**src/rtl/core/baro_pkg.sv**
```systemverilog
// Package for the barometric pressure compensation pipeline.
// Holds payload structs, register codes and constants; no dependencies.
package baro_pkg;

	localparam int DIV_W = 32;

	localparam logic [1:0] ST_OK  = 2'd0;
	localparam logic [1:0] ST_DIV = 2'd1;
	localparam logic [1:0] ST_SAT = 2'd2;

	localparam logic [1:0] REG_CAL_FIRST  = 2'd0;
	localparam logic [1:0] REG_CAL_SECOND = 2'd1;
	localparam logic [1:0] REG_CAL_THIRD  = 2'd2;
	localparam logic [1:0] REG_OSS        = 2'd3;

	localparam logic [1:0]  OSS_RESET = 2'd2;
	localparam logic [31:0] B6_OFFSET = 32'd4000;
	localparam logic [31:0] B4_BIAS   = 32'd32768;
	localparam logic [31:0] B7_SCALE  = 32'd50000;
	localparam logic [31:0] C_SQ      = 32'd3038;
	localparam logic [31:0] C_LIN     = 32'hFFFF_E343; // -7357
	localparam logic [31:0] C_OFS     = 32'd3791;
	localparam logic [31:0] PA_MAX    = 32'd262143;

	typedef struct packed {
		logic [15:0] raw_temp;
		logic [23:0] raw_press;
	} baro_in_t;

	typedef struct packed {
		logic [17:0] pressure_pa;
		logic [1:0]  status;
	} baro_out_t;

	// Arithmetic shift right of a 32-bit word.
	function automatic logic [31:0] asr(input logic [31:0] v, input logic [4:0] n);
		asr = 32'($signed(v) >>> n);
	endfunction

	function automatic logic [31:0] sx16(input logic [15:0] v);
		sx16 = {{16{v[15]}}, v};
	endfunction

endpackage

```
**src/rtl/core/baro_div.sv**
```systemverilog
// Pipelined unsigned 32-bit divider, one quotient bit per stage.
// Carries a tag alongside each operand pair; uses baro_pkg.
module baro_div import baro_pkg::*; #(
	parameter int TAG_W = 1
) (
	input  logic             clk,
	input  logic             arst_n,
	input  logic             in_valid,
	input  logic [DIV_W-1:0] num,
	input  logic [DIV_W-1:0] den,
	input  logic [TAG_W-1:0] tag_in,
	output logic             out_valid,
	output logic [DIV_W-1:0] quo,
	output logic [TAG_W-1:0] tag_out
);

	logic [DIV_W:0]   vld_s;
	logic [DIV_W-1:0] rem_s [DIV_W+1];
	logic [DIV_W-1:0] num_s [DIV_W+1];
	logic [DIV_W-1:0] den_s [DIV_W+1];
	logic [TAG_W-1:0] tag_s [DIV_W+1];

	assign vld_s[0] = in_valid;
	assign rem_s[0] = '0;
	assign num_s[0] = num;
	assign den_s[0] = den;
	assign tag_s[0] = tag_in;

	for (genvar i = 0; i < DIV_W; i++) begin : g_step
		logic [DIV_W:0] trial;
		logic [DIV_W:0] diff;
		assign trial = {rem_s[i], num_s[i][DIV_W-1]};
		assign diff  = trial - {1'b0, den_s[i]};

		always_ff @(posedge clk or negedge arst_n) begin
			if (!arst_n) begin
				vld_s[i+1] <= 1'b0;
			end else begin
				vld_s[i+1] <= vld_s[i];
			end
		end

		// Shift the quotient bit into the low end of the numerator word.
		always_ff @(posedge clk) begin
			if (!diff[DIV_W]) begin
				rem_s[i+1] <= diff[DIV_W-1:0];
			end else begin
				rem_s[i+1] <= trial[DIV_W-1:0];
			end
			num_s[i+1] <= {num_s[i][DIV_W-2:0], ~diff[DIV_W]};
			den_s[i+1] <= den_s[i];
			tag_s[i+1] <= tag_s[i];
		end
	end

	assign out_valid = vld_s[DIV_W];
	assign quo       = num_s[DIV_W];
	assign tag_out   = tag_s[DIV_W];

endmodule
```
**config.mk**
```make
export PLATFORM = sky130hd
export DESIGN_NAME = baro_div
export DESIGN_NICKNAME = d
export VERILOG_FILES = /design/src/rtl/core/baro_pkg.sv /design/src/rtl/core/baro_div.sv
export SDC_FILE = /design/constraint.sdc
export NUM_CORES = 2
export LEC_CHECK = 0
export BUFFER_PORTS_ARGS = -buffer_cell sky130_fd_sc_hd__buf_4
export CELL_PAD_IN_SITES_DETAIL_PLACEMENT = 0
export CELL_PAD_IN_SITES_GLOBAL_PLACEMENT = 1
export CORE_ASPECT_RATIO = 1.1
export CORE_UTILIZATION = 46
export CTS_CLUSTER_SIZE = 40
export DETAILED_ROUTE_END_ITERATION = 10
export PLACE_DENSITY_LB_ADDON = 0.1
export SYNTH_ARGS = -nofsm -noshare
export SYNTH_HDL_FRONTEND = slang
export SYNTH_SLANG_ARGS = --single-unit
```
**constraint.sdc**
```tcl
create_clock -name clk -period 3.75 [get_ports clk]
set_input_delay 0.375 -clock clk [delete_from_list [all_inputs] [get_ports clk]]
set_output_delay 0.375 -clock clk [all_outputs]
set_load 0.05 [all_outputs]
```
==> run metrics <==
Synth area leader=dfxtp_1; number of setup violations in the final report=28; Max Root-Sink Buffers=4; hold wc startpoint=num[2]; Max rail drop VDD=0.690 mV; Hold Crit Depth=2; GRT Residual Overflow=0; actual slew at the worst max-slew pin=0.814 ns; Seq cells post-synth=3072; P_sw=59.3 mW; clock slew at reported path FFs=0.06 ns; Synth top area share=49.0%; drt initial violations=4160; Worst Hold Endpoint=num_s[995]; vias in the first global route=87500; DIE HEIGHT=547 um; FILL cells=23500; Critical Path End Type=flip-flop; Layout Utilization=55.5%; startpoint types=flip-flop; Internal=103 mW; sequential area share after synthesis=49.6%; crit-path max FO=7; CTS Sinks=3072; Synth Instances=12100; Hold Vio Cnt, Final=0; initial antenna violation count=6; Post-synth EDFFs=0; Die Width=498 um; Achievable Freq=262 MHz; Crit path buffers/inverters=5; Power Density=1090 nW/um^2; final cell area excluding filler cells=149000 sq um; critical path type=reg -> reg; gr usage total=20.9%; Worst path slowest cell=a221o_1; Tmin final=3.81 ns; core area=268000 sq um; P&R area growth vs syn=19.6%; status=finished with violations; failing checks=negative setup slack; Worst Hold Class=in -> reg; worst r2r src=g_step[5].trial[0]; IO Port Bufs=101; crit-path most repeated cell=o21ai_2; Worst setup startpoint=g_step[5].trial[0]; Async S/R FF share, synth=1.04%; Routed wire per std cell=17.8 um; crit-path cells=inv_2, ha_4, fa_2, nor2b_2, o21ai_2, a21o_1, a221o_1, a211o_1, o21ai_2, buf_6, a31oi_4, a31oi_1, buf_4, xor2_4, buf_12, clkbuf_16, mux2_4; R2R depth=17; nets=14100; Area contributors post-synth=dfxtp_1 (49%), ha_1 (10%), mux2_2 (5.7%); Arr. time, crit path=4.53 ns; Setup Skew=0.0572 ns; endpoint of the worst register-to-register path=g_step[6].trial[23]; vias=86200; TritonCTS clock tree=yes; pre-CTS WS=-0.532 ns; Yosys cell types=93; WP data required=4.47 ns; Leak=69.1 nW; DP Area=133000 sq um; Power Total=163 mW; fin crit share=102%; synthesized area=124000 sq um; die area=272000 sq um; crit-path max cell delay=0.40 ns; Max Cap Viol=0; Initial Util=46.4%; Vias/cell=5.12; Slew Limit Fails=0; H-tree level count=5; Clock Tree Root=clkbuf_16; Rel. slew slack=45.2%; Crit path max-delay family=compound AO/OA/AOI/OAI gates; Avg Cell Area, Syn=10.3 sq um; Sw Ratio=36.4%; Synth Flop Type=dfxtp_1; routed wire length=300000 um; first-pass GRT wire length=461000 um; RSZ-0062 raised after global routing=yes; power share of the combinational group=50.9%; worst reg2reg setup slack=-0.06 ns; Placement Rows=199; post-route ant nets=0; DRC viols=0; share of cells above drive strength 1=17.7%; final hold slack=0.131 ns; largest net degree at the start of global routing=40; clock share of power=19.6%; Post-DP HPWL=222000 um; total of warnings raised by yosys=0; insertion delay to the later sink of the worst-skew pair=0.88 ns; Top Ports=102; setup ws final=-0.0639 ns; DRT Pass-1 Iters=6; total CTS buffers=320; Placer Congestion=0.895; Seq pwr share=29.5%
-- metrics by stage --
stage / std cells / TNS [ns]
floorplan: 12100 / 0
global placement: 16100 / -92.75
detailed placement: 16100 / -95.23
CTS: 16800 / -1.78
global route: 16800 / -7.09
finish: 16800 / -1.22
-- sequential cells by signal, summed over array words and instances (netlist names) --
signal	cells
g_step.trial	1023
den_s	992
num_s	961
quo	32
tag_s	31
vld_s	31
out_valid	1
tag_out	1
-- synthesized netlist by cell type (20+ instances only) --
master	count
buf_2	45
nand2b_1	118
a31oi_1	90
and2_1	59
mux2_2	628
xnor2_1	493
mux2i_1	62
o21ai_0	686
o21bai_1	74
o221ai_1	22
dfrtp_1	32
o31ai_1	65
or2_2	27
dfxtp_1	3040
o31a_1	27
o21ai_1	20
mux2_4	27
a21o_1	452
o21a_1	132
nor3b_1	21
nand4_1	97
or3_1	48
fa_1	30
a41oi_1	24
xor2_1	317
nor2b_1	150
a21boi_0	48
a211oi_1	50
and3_1	76
clkbuf_1	179
a21oi_1	848
a211o_1	30
nor3_1	104
o211ai_1	55
nor4_1	21
buf_4	39
a221oi_1	20
inv_1	1232
nand3_1	172
nor2_1	492
ha_1	993
nand2_1	659
-- per-layer routing --
layer	GRT usage, %	share of wire [%]	vias to the layer above	wire (um)
li1	-	-	43600	-
met1	23.1	40	40500	120000
met2	39.9	52	1447	156000
met3	2.67	3.1	650	9390
met4	8.69	4.4	0	13300
met5	0	0	-	0
-- cell type report --
cell class / instances / area (sq um) / area share (%)
Antenna cell: 10 / 25.0 / 0.0168
Sequential cell: 3072 / 61700 / 41.5
Tap cell: 3517 / 4400 / 2.96
Inverter: 1232 / 4630 / 3.11
Timing Repair Buffer: 889 / 8280 / 5.57
Multi-Input combinational cell: 7537 / 58800 / 39.6
Clock inverter: 126 / 1580 / 1.06
Clock buffer: 446 / 9210 / 6.19
-- power by group through the flow --
stage	clock, mW	sequential (mW)	combinational (mW)
after floorplan	0	45.7	53.7
after global placement	0	48.8	71.8
after detailed placement	0	48.7	72.7
after CTS	32.9	48.1	78.3
after global routing	34.3	48.8	90.5
final	31.9	48.0	82.7
-- cell usage in the layout (no fill, tap or decap), types with 41 or more instances in the layout --
cell / count
ha_1: 969
and2_1: 59
mux2_2: 507
o21ai_0: 652
a21oi_1: 819
nand4_1: 97
clkbuf_16: 346
buf_12: 48
nor2_1: 490
nor3_1: 101
buf_4: 710
dlygate4sd3_1: 68
o211ai_1: 55
o31ai_1: 54
a31oi_1: 79
inv_1: 1224
o21bai_1: 69
mux2i_1: 57
nand3_1: 171
nand2_1: 658
clkbuf_1: 58
a211oi_1: 41
mux2_4: 149
nor2b_1: 139
dfxtp_1: 2999
xor2_1: 315
o21a_1: 131
xnor2_1: 477
clkinv_2: 56
a21o_1: 452
or3_1: 48
clkbuf_8: 64
and3_1: 76
nand2b_1: 115
-- cell families after synthesis --
group | share of synthesized area [%]
buffers and inverters | 4.84
muxes | 6.54
AOI/OAI and AO/OA | 14.6
adders and majority gates | 10.5
and+or+nand+nor | 8.10
other | 0.00302
DFF | 49.6
xor gates and xnor gates | 5.83
-- worst max-delay path by stage --
stage / depth (start not counted) / end
global route: 17 / g_step[6].trial[23]
floorplan: 15 / g_step[31].trial[25]
CTS: 18 / g_step[31].trial[7]
detailed placement: 17 / g_step[27].trial[4]
finish: 17 / g_step[6].trial[23]
global placement: 17 / g_step[27].trial[5]
-- repair_timing --
action | 4_1_cts | 5_1_grt
endpoints found under the setup margin | 640 | 825
gates resized for setup | 231 | 325
hold buffers | 69 | 0
gates cloned | 20 | 25
endpoints found under the hold margin | 114 | 0
buffers inserted | 41 | 52
pin swaps | 61 | 149
-- worst reg2reg max path, cell delays in order, from the launching register on --
cell	delay (ns)
dfxtp_2	0.33
inv_2	0.04
ha_4	0.16
fa_2	0.36
nor2b_2	0.15
o21ai_2	0.09
a21o_1	0.17
a221o_1	0.40
a211o_1	0.38
o21ai_2	0.18
buf_6	0.14
a31oi_4	0.10
a31oi_1	0.20
buf_4	0.16
xor2_4	0.17
buf_12	0.17
clkbuf_16	0.19
mux2_4	0.30
No activity file was read; power rests on OpenSTA's default activity.
